**config.mk**
```make
export PLATFORM = sky130hd
export DESIGN_NAME = ordered_pair_list_core
export DESIGN_NICKNAME = d
export VERILOG_FILES = /design/src/sv/opl_pkg.sv /design/src/sv/opl_slots.sv /design/src/sv/opl_ctrl.sv /design/src/sv/ordered_pair_list_core.sv
export VERILOG_INCLUDE_DIRS = /design/src /design/src/sv
export SDC_FILE = /design/constraint.sdc
export NUM_CORES = 1
export LEC_CHECK = 0
export BUFFER_PORTS_ARGS = -buffer_cell sky130_fd_sc_hd__buf_2
export CAP_MARGIN = 0
export CELL_PAD_IN_SITES_DETAIL_PLACEMENT = 1
export CELL_PAD_IN_SITES_GLOBAL_PLACEMENT = 2
export CORE_ASPECT_RATIO = 0.75
export CORE_MARGIN = 3
export CORE_UTILIZATION = 24
export CTS_CLUSTER_SIZE = 25
export DETAILED_ROUTE_END_ITERATION = 16
export HOLD_SLACK_MARGIN = 0.05
export PLACE_DENSITY = 0.7
export SETUP_SLACK_MARGIN = 0.5
export SYNTH_ARGS = -nofsm -noshare
export SYNTH_HDL_FRONTEND = slang
export SYNTH_SLANG_ARGS = --single-unit
```
**constraint.sdc**
```tcl
create_clock -name i_clk -period 2.2 [get_ports i_clk]
set_input_delay 0 -clock i_clk [delete_from_list [all_inputs] [get_ports i_clk]]
set_output_delay 0 -clock i_clk [all_outputs]
set_load 0.05 [all_outputs]
```
**src/sv/ordered_pair_list_core_macros.svh**
```systemverilog
// Assertion macros shared by the ordered pair list RTL.
`ifndef ORDERED_PAIR_LIST_CORE_MACROS_SVH
`define ORDERED_PAIR_LIST_CORE_MACROS_SVH

`ifndef SYNTHESIS

// Check a property on i_clk, ignored while i_rst_n is low.
`define OPL_ASSERT(lbl, prop, msg) \
    lbl: assert property (@(posedge i_clk) disable iff (!i_rst_n) prop) else $error(msg);

// Check a property on i_clk, also during reset.
`define OPL_ASSERT_ALWAYS(lbl, prop, msg) \
    lbl: assert property (@(posedge i_clk) prop) else $error(msg);

`else

`define OPL_ASSERT(lbl, prop, msg)
`define OPL_ASSERT_ALWAYS(lbl, prop, msg)

`endif

`endif

```
**src/sv/opl_pkg.sv**
```systemverilog
// Types and constants of the ordered pair list.
package opl_pkg;

    localparam int DEPTH = 16;
    localparam int IDX_W = $clog2(DEPTH);
    localparam int CNT_W = $clog2(DEPTH + 1);
    localparam int POS_W = 5;
    localparam int COORD_W = 16;

    typedef enum logic [1:0] {
        ACT_FRONT  = 2'd0,
        ACT_BACK   = 2'd1,
        ACT_REMOVE = 2'd2,
        ACT_NONE   = 2'd3
    } t_action;

    typedef enum logic [1:0] {
        ST_DONE   = 2'd0,
        ST_FULL   = 2'd1,
        ST_BADPOS = 2'd2
    } t_status;

    typedef struct packed {
        logic [1:0]                action;
        logic signed [COORD_W-1:0] pair_x;
        logic signed [COORD_W-1:0] pair_y;
        logic [POS_W-1:0]          position;
    } t_req;

    typedef struct packed {
        logic [1:0]       status;
        logic [CNT_W-1:0] length;
    } t_rsp;

    // Slot update command from the control to the slot array
    typedef struct packed {
        logic             push_front;
        logic             push_back;
        logic             remove;
        logic [IDX_W-1:0] idx;
    } t_slot_ctl;

endpackage

```
**src/sv/opl_slots.sv**
```systemverilog
// Slot array: per-slot muxes shift the pairs or write the request pair into one slot.
module opl_slots (
    input  logic                                i_clk,
    input  opl_pkg::t_slot_ctl                  i_ctl,
    input  logic signed [opl_pkg::COORD_W-1:0]  i_pair_x,
    input  logic signed [opl_pkg::COORD_W-1:0]  i_pair_y
);

    logic signed [opl_pkg::COORD_W-1:0] r_slot_x [opl_pkg::DEPTH];
    logic signed [opl_pkg::COORD_W-1:0] r_slot_y [opl_pkg::DEPTH];
    logic signed [opl_pkg::COORD_W-1:0] n_slot_x [opl_pkg::DEPTH];
    logic signed [opl_pkg::COORD_W-1:0] n_slot_y [opl_pkg::DEPTH];

    // Select each slot's next pair from itself, a neighbor or the request
    always_comb begin
        for (int i = 0; i < opl_pkg::DEPTH; i++) begin
            n_slot_x[i] = r_slot_x[i];
            n_slot_y[i] = r_slot_y[i];
            if (i_ctl.push_front) begin
                if (i == 0) begin
                    n_slot_x[i] = i_pair_x;
                    n_slot_y[i] = i_pair_y;
                end else begin
                    n_slot_x[i] = r_slot_x[(i == 0) ? 0 : i - 1];
                    n_slot_y[i] = r_slot_y[(i == 0) ? 0 : i - 1];
                end
            end else if (i_ctl.push_back) begin
                if (opl_pkg::IDX_W'(i) == i_ctl.idx) begin
                    n_slot_x[i] = i_pair_x;
                    n_slot_y[i] = i_pair_y;
                end
            end else if (i_ctl.remove) begin
                if (i < opl_pkg::DEPTH - 1 && opl_pkg::IDX_W'(i) >= i_ctl.idx) begin
                    n_slot_x[i] = r_slot_x[(i < opl_pkg::DEPTH - 1) ? i + 1 : i];
                    n_slot_y[i] = r_slot_y[(i < opl_pkg::DEPTH - 1) ? i + 1 : i];
                end
            end
        end
    end

    // Hold the pairs
    always_ff @(posedge i_clk) begin
        for (int i = 0; i < opl_pkg::DEPTH; i++) begin
            r_slot_x[i] <= n_slot_x[i];
            r_slot_y[i] <= n_slot_y[i];
        end
    end

endmodule

```
**src/sv/opl_ctrl.sv**
```systemverilog
// Entry count, request decode and status for the ordered pair list.
`include "ordered_pair_list_core_macros.svh"

module opl_ctrl (
    input  logic               i_clk,
    input  logic               i_rst_n,
    input  logic               i_fire,
    input  opl_pkg::t_req      i_req,
    output opl_pkg::t_rsp      o_rsp,
    output opl_pkg::t_slot_ctl o_slot_ctl
);

    logic [opl_pkg::CNT_W-1:0] r_count;
    logic [opl_pkg::CNT_W-1:0] n_count;
    logic                      full;
    logic                      bad_pos;
    logic [opl_pkg::POS_W-1:0] pos_m1;

    // Classify the request against the current count
    always_comb begin
        full    = (r_count == opl_pkg::CNT_W'(opl_pkg::DEPTH));
        bad_pos = (i_req.position == '0) ||
                  ({{opl_pkg::CNT_W{1'b0}}, i_req.position} >
                   {{opl_pkg::POS_W{1'b0}}, r_count});
        pos_m1  = i_req.position - opl_pkg::POS_W'(1);
    end

    // Decide status, next count and the slot command
    always_comb begin
        o_rsp.status = opl_pkg::ST_DONE;
        n_count      = r_count;
        o_slot_ctl   = '0;
        case (i_req.action)
            opl_pkg::ACT_FRONT: begin
                if (full) begin
                    o_rsp.status = opl_pkg::ST_FULL;
                end else begin
                    n_count               = r_count + opl_pkg::CNT_W'(1);
                    o_slot_ctl.push_front = i_fire;
                end
            end
            opl_pkg::ACT_BACK: begin
                if (full) begin
                    o_rsp.status = opl_pkg::ST_FULL;
                end else begin
                    n_count              = r_count + opl_pkg::CNT_W'(1);
                    o_slot_ctl.push_back = i_fire;
                    o_slot_ctl.idx       = opl_pkg::IDX_W'(r_count);
                end
            end
            opl_pkg::ACT_REMOVE: begin
                if (bad_pos) begin
                    o_rsp.status = opl_pkg::ST_BADPOS;
                end else begin
                    n_count           = r_count - opl_pkg::CNT_W'(1);
                    o_slot_ctl.remove = i_fire;
                    o_slot_ctl.idx    = opl_pkg::IDX_W'(pos_m1);
                end
            end
            default: begin
                n_count = r_count;
            end
        endcase
        o_rsp.length = n_count;
    end

    // Advance the count on each processed request
    always_ff @(posedge i_clk) begin
        if (!i_rst_n) begin
            r_count <= '0;
        end else if (i_fire) begin
            r_count <= n_count;
        end
    end

    `OPL_ASSERT(a_count_bound, r_count <= opl_pkg::CNT_W'(opl_pkg::DEPTH), "count above depth")
    `OPL_ASSERT(a_refused_hold, i_fire && o_rsp.status != opl_pkg::ST_DONE |=> $stable(r_count), "refused request changed count")
    `OPL_ASSERT(a_remove_dec, i_fire && o_slot_ctl.remove |=> r_count + opl_pkg::CNT_W'(1) == $past(r_count), "remove did not decrement")

endmodule

```
**src/sv/ordered_pair_list_core.sv**
```systemverilog
// Top level of the ordered pair list: request register, control, slots, result register.
//
// Usage:
//   Requests arrive on i_in_valid / o_in_ready with payload i_in_req
//   (action, pair_x, pair_y, position). Each request yields exactly one
//   response on o_out_valid / i_out_ready with payload o_out_rsp
//   (status, length).
//   A request register feeds the decode and slot update logic, which
//   loads the response register.
//   Throughput: one request per cycle while the receiver takes responses.
//   The slot array updates through per-slot muxes, so no operation iterates.
//   Reset (i_rst_n low, synchronous) empties the list and drops any
//   request or response in flight; slot contents are not cleared.
//   When the receiver stalls, the response holds, the request register
//   fills, and then o_in_ready drops until the response is taken.
`include "ordered_pair_list_core_macros.svh"

module ordered_pair_list_core (
    input  logic          i_clk,
    input  logic          i_rst_n,
    input  logic          i_in_valid,
    output logic          o_in_ready,
    input  opl_pkg::t_req i_in_req,
    output logic          o_out_valid,
    input  logic          i_out_ready,
    output opl_pkg::t_rsp o_out_rsp
);

    logic               r_in_valid;
    opl_pkg::t_req      r_in_req;
    logic               r_out_valid;
    opl_pkg::t_rsp      r_out_rsp;
    logic               advance;
    opl_pkg::t_rsp      rsp;
    opl_pkg::t_slot_ctl slot_ctl;

    // Move the held request on when the response register is empty or its response is taken
    assign advance    = r_in_valid && (!r_out_valid || i_out_ready);
    assign o_in_ready = !r_in_valid || advance;

    // Hold the incoming request
    always_ff @(posedge i_clk) begin
        if (!i_rst_n) begin
            r_in_valid <= 1'b0;
        end else if (o_in_ready) begin
            r_in_valid <= i_in_valid;
        end
    end

    always_ff @(posedge i_clk) begin
        if (o_in_ready && i_in_valid) begin
            r_in_req <= i_in_req;
        end
    end

    opl_ctrl u_ctrl (
        .i_clk      (i_clk),
        .i_rst_n    (i_rst_n),
        .i_fire     (advance),
        .i_req      (r_in_req),
        .o_rsp      (rsp),
        .o_slot_ctl (slot_ctl)
    );

    opl_slots u_slots (
        .i_clk    (i_clk),
        .i_ctl    (slot_ctl),
        .i_pair_x (r_in_req.pair_x),
        .i_pair_y (r_in_req.pair_y)
    );

    // Load the response, drop it once taken
    always_ff @(posedge i_clk) begin
        if (!i_rst_n) begin
            r_out_valid <= 1'b0;
        end else if (advance) begin
            r_out_valid <= 1'b1;
        end else if (i_out_ready) begin
            r_out_valid <= 1'b0;
        end
    end

    always_ff @(posedge i_clk) begin
        if (advance) begin
            r_out_rsp <= rsp;
        end
    end

    assign o_out_valid = r_out_valid;
    assign o_out_rsp   = r_out_rsp;

    `OPL_ASSERT(a_in_hold, r_in_valid && !advance |=> r_in_valid, "held request lost")
    `OPL_ASSERT(a_advance_out, advance |=> r_out_valid, "processed request gave no response")
    `OPL_ASSERT_ALWAYS(a_empty_ready, !r_in_valid |-> o_in_ready, "empty request register not ready")

endmodule

```
==> metrics.csv, run 1 <==
stage,metric,value,unit
yosys,synth.lib_cells_used.distinct,45,
worst_hold_path,min_path_type,input port to flop,
yosys,synthTopCellsByArea,"edfxtp_1 (34%), dfxtp_1 (11%), ha_1 (7.1%)",
layout,syn2layout_area_growth,42.3,%
power,powerDensity,569,nW/um2
floorplanning,start_util,26.2,%
clocking,cts.htree.levels,1,
floorplanning,dieArea,6010,um2
yosys,ys_seq_elements,21,
setup_path,worst_setup_path_start_kind,flop,
global_route,grt_antenna_before_repair,0,
run,maxCapViolations,0,
power,leakagePower,0.675,nW
timing,finalMaxSlewViolations,0,
placement,gp_congestion,0.790,
power,irDropWorstVdd,0.228,mV
clocking,cts_tree,yes,
clocking,cts.sinks,21,
global_route,grt_pass1_vias,1158,
layout,fin_util,37.3,%
timing,rsz0062_at_grt,yes,
yosys,netlist_instances,127,
yosys,synth_edf_count,14,
route,drtIter0Drc,22,
route,viasPerCell,4.95,
route,wire_per_inst,15.1,um
run_status,outcome,completed,
worst_hold_path,worstHoldPathCells,4,
timing,clock.fmax,0.487,GHz
route,drt_wl_total,3.41,mm
clocking,insertion_delay,0.27,ns
global_route,overflow,0,
timing,fin_hold_ws,0.0714,ns
route,drc_errors,0,
timing,fin_crit_sh,93.3,%
clocking,clockBufferDepth,2,
timing,period_needed,2.05,ns
timing,fin_skew,0.00948,ns
layout,fillers,530,
setup_path,path_class,flop to flop,
clocking,clkTransAtPathRegs,0.08,ns
timing,worst_pin_slew,0.402,ns
clocking,numCtsBuffers,3,
yosys,synth_fp_nets,177,
timing,fin_tns_setup,0,ns
yosys,synthArstFlopShare,0,%
timing,timing.final.ws_setup,0.146,ns
yosys,yosysMostFrequentCell,edfxtp_1,
setup_path,cp_data_required_time,2.22,ns
layout,final_layout_size_suffix_gt1_share,38.5,%
global_route,grt_max_degree,12,
route,dr.pass1.iters,4,
yosys,synth_top_cells_by_count,"edfxtp_1 (14), nand2_1 (13), nor2_1 (12), inv_1 (8)",
route,ant_nets,0,
global_route,grt_pass1_wl,5.70,mm
floorplanning,ios,52,
clocking,cts-root-buf,clkbuf_8,
timing,slew_headroom,73.0,%
yosys,synth.top_cell.area_share,34.3,%
timing,hold_viol_final,0,
setup_path,r2r_cells,6,
yosys,avgSynthCellArea,9.65,um2
yosys,seq_area_frac_synth,45.7,%
global_route,grt_util_all_layers,12.5,%
setup_path,cp_max_fo,3,
yosys,synth_area_leader_cell,edfxtp_1,
placement,place_hpwl,2.57,mm
floorplanning,core_area,4680,um2
placement,port_buffers,19,
layout,diodes,0,
layout,layout.nets,220,
yosys,ys.flop_type,edfxtp_1,
route,dr_total_vias,1118,
floorplanning,fp.dieH,67.9,um
setup_path,endpoint_kind,flop,
placement,post-place-ws,0.0223,ns
setup_path,cp.arrival,2.07,ns
yosys,synth_area,1230,um2
yosys,yosysWarnings,0,
floorplanning,rows,21,
floorplanning,die_x,88.5,um
timing,finalSetupViolCount,0,
==> placed cells by master (no fill, tap or decap), types with 3 or more instances in the layout <==
cell type,n
a21oi_1,4
buf_6,3
clkbuf_8,3
dfxtp_2,5
nor3_1,3
xnor2_1,3
nand3_1,5
ha_1,4
dlygate4sd3_1,9
nor2_1,11
nor2b_1,6
buf_2,19
edfxtp_1,14
buf_4,11
inv_1,8
nand2_1,12
==> cells by family after synthesis <==
kind of cell	synth area share (%)
flip-flops	45.7
adder cells (fa/ha/maj)	7.14
AND/OR/NAND/NOR	21.5
buffers and inverters	5.20
multiplexers	1.73
XOR/XNOR	2.14
AO/OA/AOI/OAI	16.5
==> report_power, final <==
group / internal (mW) / leakage [nW] / switching, mW
sequential: 0.447 / 0.196 / 0.0164
clock: 0.129 / 0.0228 / 0.132
combinational: 0.121 / 0.456 / 0.148
==> through the flow <==
stage | cells | cell area [um2] | total power [mW]
finish | 226 | 1750 | 0.993
CTS | 223 | 1700 | 0.988
global route | 226 | 1750 | 1.05
floorplan | 127 | 1290 | 0.617
detailed placement | 206 | 1480 | 0.677
global placement | 206 | 1480 | 0.668
==> worst max-delay path, cell delays in order, from the launching register on <==
cell	delay (ns)
edfxtp_1	0.46
ha_4	0.31
and3_4	0.19
and3_4	0.19
a21oi_4	0.05
o311a_1	0.33
a311o_1	0.29
==> timing repair <==
| item | CTS | global route |
|---|---|---|
| buffers inserted | 4 | 3 |
| endpoints found under the setup margin | 11 | 11 |
| gates resized for setup | 15 | 6 |
| hold endpoints to repair | 10 | 0 |
| pin swaps | 11 | 5 |
| hold buffers | 9 | 0 |
==> routing by layer <==
| layer | part of all wire [%] | up-vias | GRT usage [%] | wire length, um |
|---|---|---|---|---|
| met2 | 49 | 23 | 22.6 | 1660 |
| met3 | 4.2 | 5 | 3.37 | 143 |
| met1 | 47 | 543 | 15.4 | 1590 |
| met5 | 0 | - | 0 | 0 |
| met4 | 0.44 | 0 | 1.70 | 15 |
| li1 | - | 547 | - | - |
==> sequential cells by signal, summed over array words and instances (netlist names) <==
register / flops
o_out_rsp: 7
r_in_valid: 1
u_ctrl.r_count: 5
o_out_valid: 1
r_in_req: 7
==> worst paths after layout <==
kind	startpoint	end	slack [ns]
hold / removal	i_out_ready	o_out_valid$_SDFFE_PN0P_	0.07
hold reg to reg	u_ctrl.r_count[2]$_SDFFE_PN0P_	u_ctrl.r_count[2]$_SDFFE_PN0P_	0.55
setup / recovery	r_in_req[3]$_DFFE_PP_	o_out_rsp[1]$_DFFE_PP_	0.15
setup reg to reg	r_in_req[3]$_DFFE_PP_	o_out_rsp[1]$_DFFE_PP_	0.15
==> final cells by class <==
type	instances	area (um2)	area share (%)
clock buffer	4	45.0	2.58
inverter	10	40.0	2.29
multi-input combinational	92	717	41.1
timing repair buffer	42	302	17.3
sequential	21	571	32.7
tap	57	71.3	4.09
Power figures use the tool's default switching activity.
==> inputs of run 2 (changes only) <==
--- a/config.mk
+++ b/config.mk
@@ -8,5 +8,4 @@
 export LEC_CHECK = 0
 export BUFFER_PORTS_ARGS = -buffer_cell sky130_fd_sc_hd__buf_2
-export CAP_MARGIN = 0
 export CELL_PAD_IN_SITES_DETAIL_PLACEMENT = 1
 export CELL_PAD_IN_SITES_GLOBAL_PLACEMENT = 2
==> constraint.sdc (replaced) <==
create_clock -name i_clk -period 2.2 [get_ports i_clk]
set_input_delay 0.11 -clock i_clk [delete_from_list [all_inputs] [get_ports i_clk]]
set_output_delay 0.11 -clock i_clk [all_outputs]
set_load 0.05 [all_outputs]
==> run 2 against run 1 <==
Compared with the run above: sequential cell count unchanged; fmax decreased by 0.19%; die area unchanged; largest power group unchanged.
==> metrics.csv, run 2 (synthesis gave the netlist of run 1 again) <==
stage,metric,value,unit,change
run_status,outcome,completed,,
setup_path,r2r-end,o_out_rsp[1]$_DFFE_PP_,,
route,dr.pass1.iters,4,,unchanged
timing,slew_headroom,72.9,%,-0.084 points
timing,finalSetupViolCount,0,,unchanged
placement,gp_congestion,0.790,,unchanged
route,drtIter0Drc,19,,-14%
layout,final_layout_size_suffix_gt1_share,38.9,%,+0.46 points
route,ant_nets,0,,unchanged
placement,dpl_cell_area,1480,um2,unchanged
setup_path,cp_data_required_time,2.22,ns,about the same
global_route,grt_pass1_vias,1160,,+0.17%
power,irDropWorstVdd,0.236,mV,+3.2%
global_route,overflow,0,,unchanged
layout,syn2layout_area_growth,40.7,%,
worst_hold_path,min_path_type,input port to flop,,
layout,final_cell_mix,"buf_2 (19), edfxtp_1 (14), nand2_1 (12), nor2_1 (11), buf_4 (11)",,
clocking,clkTransAtPathRegs,0.08,ns,about the same
timing,worst_pin_slew,0.404,ns,+0.00126 ns
layout,fin_util,36.9,%,-0.43 points
clocking,numCtsBuffers,3,,unchanged
placement,post-place-ws,0.0223,ns,unchanged
route,drc_errors,0,,unchanged
setup_path,rrSetupSlack,0.14,ns,about the same
timing,fin_crit_sh,93.5,%,+0.18 points
layout,diodes,0,,unchanged
global_route,grt_antenna_before_repair,0,,unchanged
power,finalPower,0.989,mW,-0.46%
global_route,grt_pass1_wl,5.75,mm,+0.84%
worst_hold_path,min_from,i_in_valid,,
floorplanning,core_area,4680,um2,unchanged
route,drt_wl_total,3.41,mm,-0.15%
floorplanning,ios,52,,unchanged
route,wire_per_inst,15.2,um,+0.74%
setup_path,timing.rr.start,r_in_req[3]$_DFFE_PP_,,
placement,place_inst,206,,unchanged
setup_path,path_class,flop to flop,,
clocking,clockBufferDepth,2,,unchanged
placement,port_buffers,19,,unchanged
run,maxCapViolations,0,,unchanged
timing,hold_viol_final,0,,unchanged
clocking,cts-root-buf,clkbuf_8,,
setup_path,cp_max_fo,3,,unchanged
floorplanning,fp.dieH,67.9,um,unchanged
placement,place_hpwl,2.57,mm,unchanged
timing,fin_hold_ws,0.0673,ns,-0.00409 ns
setup_path,r2r_cells,6,,unchanged
clocking,insertion_delay,0.27,ns,about the same
timing,clock.fmax,0.486,GHz,-0.19%
clocking,cts_tree,yes,,
power,leakagePower,0.667,nW,-1.2%
timing,finalMaxSlewViolations,0,,unchanged
timing,fin_tns_setup,0,ns,unchanged
layout,finalNonFillerCells,224,,-0.88%
layout,layout.nets,218,,-0.91%
global_route,grt_max_degree,12,,unchanged
route,viasPerCell,4.91,,-0.73%
floorplanning,die_x,88.5,um,unchanged
layout,final_common_cell,buf_2,,
route,dr_total_vias,1100,,-1.6%
clocking,cts.htree.levels,1,,unchanged
floorplanning,dieArea,6010,um2,unchanged
setup_path,worst_setup_path_start_kind,flop,,
setup_path,endpoint_kind,flop,,
global_route,grt_util_all_layers,12.7,%,+0.13 points
clocking,cts.sinks,21,,unchanged
setup_path,cp.arrival,2.08,ns,about the same
floorplanning,start_util,26.2,%,unchanged
floorplanning,rows,21,,unchanged
timing,fin_skew,0.00786,ns,-0.00162 ns
layout,fin_area,1730,um2,-1.1%
worst_hold_path,hold_path_end,r_in_valid$_SDFFE_PN0N_,,
worst_hold_path,worstHoldPathCells,3,,-1
power,powerDensity,573,nW/um2,+0.69%
timing,timing.final.ws_setup,0.142,ns,-0.00385 ns
timing,period_needed,2.06,ns,+0.00385 ns
timing,rsz0062_at_grt,yes,,
[run 2: cell types whose count changed in the layout (fill, tap and decap cells not counted), sizes merged]
cell | before | now
dlygate4sd3 | 9 | 7
[run 2: cell type report]
cell class,instances,area [um2]
Fill cell,530,2950
Inverter,10,40.0
Sequential cell,21,571
Clock buffer,4,45.0
Timing Repair Buffer,40,282
Multi-Input combinational cell,92,717
Tap cell,57,71.3
[run 2: critical path, cell delays in order, from the launching register on]
cell      delay [ns]
edfxtp_1        0.46
ha_4            0.31
and3_4          0.19
and3_4          0.20
a21oi_4         0.05
o311a_1         0.32
a311o_1         0.29
[run 2: how the worst max path moves through the flow]
stage / slack [ns] / to / start / cells after the start
2_1_floorplan: 0.28 / o_out_rsp[1]$_DFFE_PP_ / r_in_req[4]$_DFFE_PP_ / 6
3_3_place_gp: 0.10 / o_out_rsp[1]$_DFFE_PP_ / u_ctrl.r_count[3]$_SDFFE_PN0P_ / 7
3_5_place_dp: 0.02 / o_out_rsp[1]$_DFFE_PP_ / r_in_req[3]$_DFFE_PP_ / 6
4_1_cts: 0.15 / o_out_rsp[1]$_DFFE_PP_ / r_in_req[3]$_DFFE_PP_ / 6
5_1_grt: 0.1 / o_out_rsp[1]$_DFFE_PP_ / r_in_req[3]$_DFFE_PP_ / 6
6_report: 0.14 / o_out_rsp[1]$_DFFE_PP_ / r_in_req[3]$_DFFE_PP_ / 6
[run 2: per-layer routing]
metal,vias to the layer above,global-route usage [%],share of wire (%)
met3,5,3.49,4.7
met1,529,15.3,46
met4,0,1.70,0.50
met5,-,0,0
li1,541,-,-
met2,25,23.1,49
[run 2: repair_timing]
item / in CTS / in global routing
endpoints found under the setup margin: 11 / 11
resized for setup: 15 / 6
hold buffers: 7 / 0
pin swaps: 11 / 5
endpoints found under the hold margin: 7 / 0
buffers inserted: 4 / 3
[run 2: power breakdown]
part           total [mW]  switching, mW  internal (mW)
clock               0.260          0.131          0.129
combinational       0.265          0.147          0.118
sequential          0.463         0.0163          0.447
total               0.989          0.294          0.695
==> inputs of run 3 (changes only) <==
Settings changed: ABC_AREA set to 1, PLACE_DENSITY 0.7 to unset, PLACE_DENSITY_LB_ADDON set to 0.1.
==> run 3 against run 2 <==
Compared with the run above: critical endpoint is now o_out_rsp[2]$_DFFE_PP_; clock skew fell by 0.0037 ns; fmax is 20% higher; synthesized cell count grew 6.3%; via count down 7.7%; sequential cell count stayed put; highest routed layer unchanged; synthesized area grew 1.3%; critical path type unchanged; wire length fell by 9.3%.
==> metrics.csv, run 3 <==
stage,metric,value,unit,change
run_status,outcome,completed,,
timing,rsz0062_at_grt,yes,,
route,drc_errors,0,,unchanged
floorplanning,start_util,25.1,%,-1.1 points
floorplanning,rows,22,,+4.8%
yosys,netlist_instances,135,,+6.3%
yosys,seq_area_frac_synth,45.1,%,-0.60 points
placement,post-place-ws,0.342,ns,+0.319 ns
layout,layout.nets,225,,+3.2%
setup_path,cp.arrival,1.74,ns,-0.34 ns
yosys,synth_fp_nets,185,,+4.5%
power,clkPwrFrac,26.0,%,-0.3 points
clocking,cts.sinks,21,,unchanged
route,dr_total_vias,1015,,-7.7%
timing,period_needed,1.72,ns,-0.340 ns
yosys,synth.mux.area_fraction,0,%,-1.7 points
setup_path,path_common_cell,nand2_4,,
clocking,cts-root-buf,clkbuf_8,,
yosys,synthAdderAreaFrac,7.05,%,-0.094 points
timing,worst_pin_slew,0.308,ns,-0.0960 ns
clocking,clkTransAtPathRegs,0.09,ns,about the same
power,p_seq_share,45.9,%,-1.0 points
layout,fillers,598,,+13%
setup_path,cp_data_required_time,2.23,ns,about the same
layout,final_layout_size_suffix_gt1_share,46.0,%,+7.1 points
setup_path,cp-endpoint,o_out_rsp[2]$_DFFE_PP_,,
setup_path,startpoint,r_in_req[3]$_DFFE_PP_,,
global_route,grt_use_met1,14.3,%,-0.94 points
clocking,numCtsBuffers,3,,unchanged
timing,slew_headroom,79.4,%,+6.5 points
layout,final_common_cell,nand2_1,,
global_route,busiest_layer,met2,,
yosys,ys_seq_elements,21,,unchanged
timing,fin_tns_setup,0,ns,unchanged
route,drt_wl_total,3.09,mm,-9.3%
global_route,grt_max_degree,14,,+2
yosys,synth_edf_count,14,,unchanged
power,irDropWorstVdd,0.203,mV,-14%
global_route,globalRouteMet2Util,17.3,%,-5.9 points
yosys,synth_xor_area_share,2.11,%,-0.028 points
power,p_comb_share,28.1,%,+1.3 points
route,ant_nets,0,,unchanged
setup_path,critPathMaxStageDelay,0.46,ns,about the same
route,drtIter0Drc,25,,+6
run,maxCapViolations,0,,unchanged
worst_hold_path,min_path_type,input port to flop,,
clocking,cts.htree.levels,1,,unchanged
timing,fin_skew,0.00416,ns,-0.00370 ns
setup_path,worst_setup_path_start_kind,flop,,
setup_path,endpoint_kind,flop,,
yosys,avgSynthCellArea,9.20,um2,-4.7%
yosys,synth_area,1240,um2,+1.3%
yosys,synth.lib_cells_used.distinct,24,,-47%
timing,clock.fmax,0.582,GHz,+20%
route,viasPerCell,4.34,,-12%
yosys,synth.top_cell.area_share,33.8,%,-0.45 points
timing,fin_crit_sh,78.1,%,-15 points
yosys,yosys.area_share.simple,31.7,%,+10 points
setup_path,cp_max_fo,8,,+5
floorplanning,fp.dieH,68.3,um,+0.60%
power,p_sw,0.342,mW,+16%
yosys,ys.flop_type,edfxtp_1,,
timing,finalMaxSlewViolations,0,,unchanged
setup_path,timing.rr.start,r_in_req[3]$_DFFE_PP_,,
yosys,synth-compound-area-share,6.14,%,-10 points
global_route,grt_util_all_layers,10.7,%,-2.0 points
setup_path,path_class,flop to flop,,
route,dr.pass1.iters,3,,-1
floorplanning,core_area,4950,um2,+5.9%
route,wire_per_inst,13.2,um,-13%
layout,syn2layout_area_growth,37.0,%,
setup_path,path_cells,ha_4 > nand2_4 > nor2_4 > nand2_2 > nand3_2 > nand2_4 > nand2_4 > nand2_2 > nand3_2 > nand2_1,,
clocking,clockBufferDepth,2,,unchanged
yosys,yosysWarnings,0,,unchanged
floorplanning,ios,52,,unchanged
layout,diodes,0,,unchanged
clocking,insertion_delay,0.26,ns,about the same
global_route,grt_antenna_before_repair,0,,unchanged
yosys,synthTopCellsByArea,"edfxtp_1 (34%), dfxtp_1 (11%), nand2_1 (8.8%)",,
yosys,synth_top_cells_by_count,"nand2_1 (29), inv_1 (17), edfxtp_1 (14), nand3_2 (10), nand3_1 (9)",,
timing,hold_viol_final,0,,unchanged
setup_path,r2r-end,o_out_rsp[2]$_DFFE_PP_,,
global_route,overflow,0,,unchanged
worst_hold_path,worstHoldPathCells,3,,unchanged
power,leakagePower,0.755,nW,+13%
power,powerDensity,604,nW/um2,+5.4%
power,swShare,33.3,%,+3.6 points
floorplanning,dieArea,6090,um2,+1.2%
placement,place_hpwl,2.38,mm,-7.6%
global_route,grt_pass1_vias,988,,-15%
yosys,synth_area_leader_cell,edfxtp_1,,
setup_path,rrSetupSlack,0.48,ns,+0.34 ns
timing,finalSetupViolCount,0,,unchanged
global_route,grt_pass1_wl,4.90,mm,-15%
setup_path,slowest_stage,edfxtp_1,,
yosys,synth_top_family_by_area,simple AND/OR/NAND/NOR gates,,
power,power.internal,0.685,mW,-1.4%
placement,gp_congestion,0.785,,-0.60%
clocking,cts_tree,yes,,
floorplanning,die_x,89.1,um,+0.62%
placement,port_buffers,19,,unchanged
setup_path,r2r_cells,10,,+4
global_route,grt_util_met3,2.89,%,-0.60 points
yosys,yosysMostFrequentCell,nand2_1,,
timing,timing.final.ws_setup,0.482,ns,+0.340 ns
yosys,synthArstFlopShare,0,%,unchanged
layout,final_cell_mix,"nand2_1 (25), buf_2 (19), inv_1 (15), nand3_2 (15), edfxtp_1 (14)",,
[run 3: changes by cell type after synthesis, moves of 3 or more]
cell,previous run,this run
nand2_1,13,29
nand3_2,0,10
nand2_4,0,3
nand2_2,0,6
inv_2,1,5
nor2_1,12,2
nor2b_1,7,0
nand3_1,5,9
inv_1,8,17
[run 3: power by group through the flow]
stage / logic (mW) / registers (mW) / clock network, mW
6_report: 0.289 / 0.471 / 0.267
5_1_grt: 0.321 / 0.475 / 0.289
4_1_cts: 0.272 / 0.471 / 0.280
3_5_place_dp: 0.241 / 0.481 / 0
3_3_place_gp: 0.235 / 0.481 / 0
2_1_floorplan: 0.156 / 0.507 / 0
[run 3: cell families (layout without fill, tap and decap cells)]
family,after synthesis,count (layout)
adders and majority gates,7,7
and+or+nand+nor,65,65
xor gates and xnor gates,3,3
AOI/OAI and AO/OA,14,14
DFF,21,21
buffers and inverters,25,64
[run 3: worst max-delay path, delay by kind of cell, from the launching register on]
| kind | cells | cell delay, ns |
|---|---|---|
| AND/OR/NAND/NOR | 9 | 0.68 |
| flip-flops | 1 | 0.46 |
| adder cells (fa/ha/maj) | 1 | 0.31 |
[run 3: cell type report]
cell class	instances	area [um2]	area share [%]
clock inverters	1	7.51	0.441
flip-flops and latches	21	571	33.5
clock buffers	3	41.3	2.43
repair buffers	36	240	14.1
inverters	24	92.6	5.44
well taps	60	75.1	4.41
multi-input cells	89	674	39.6
[run 3: per-stage QoR]
stage / utilization [%] / hold WS (ns) / power (mW) / instances / area (um2)
detailed placement: 28.5 / 0.288 / 0.723 / 213 / 1410
floorplan: - / 0.209 / 0.663 / 135 / 1250
finish: 34.3 / 0.123 / 1.03 / 234 / 1700
global placement: 28.5 / 0.286 / 0.716 / 213 / 1410
CTS: 32.1 / 0.115 / 1.02 / 227 / 1590
global route: 34.3 / 0.133 / 1.08 / 234 / 1700
[run 3: worst min-delay path by stage]
stage	startpoint	end	slack [ns]
after floorplan	i_in_req[0]	r_in_req[0]$_DFFE_PP_	0.21
after global placement	i_in_req[2]	r_in_req[2]$_DFFE_PP_	0.29
after detailed placement	i_in_req[3]	r_in_req[3]$_DFFE_PP_	0.29
after CTS	i_in_valid	r_in_valid$_SDFFE_PN0N_	0.11
after global routing	i_in_valid	r_in_valid$_SDFFE_PN0N_	0.13
final	i_in_valid	r_in_valid$_SDFFE_PN0N_	0.12
[run 3: what timing repair did]
item,CTS,global route
setup buffers,3,7
resized for setup,12,11
setup endpoints to repair,10,11
endpoints found under the hold margin,7,0
pin swaps,5,10
cloned,0,0
hold buffers,7,0
[run 3: per-layer routing]
metal	vias to the layer above	wire, um
met5	-	0
met1	473	1550
met4	0	27
li1	521	-
met2	19	1400
met3	2	115
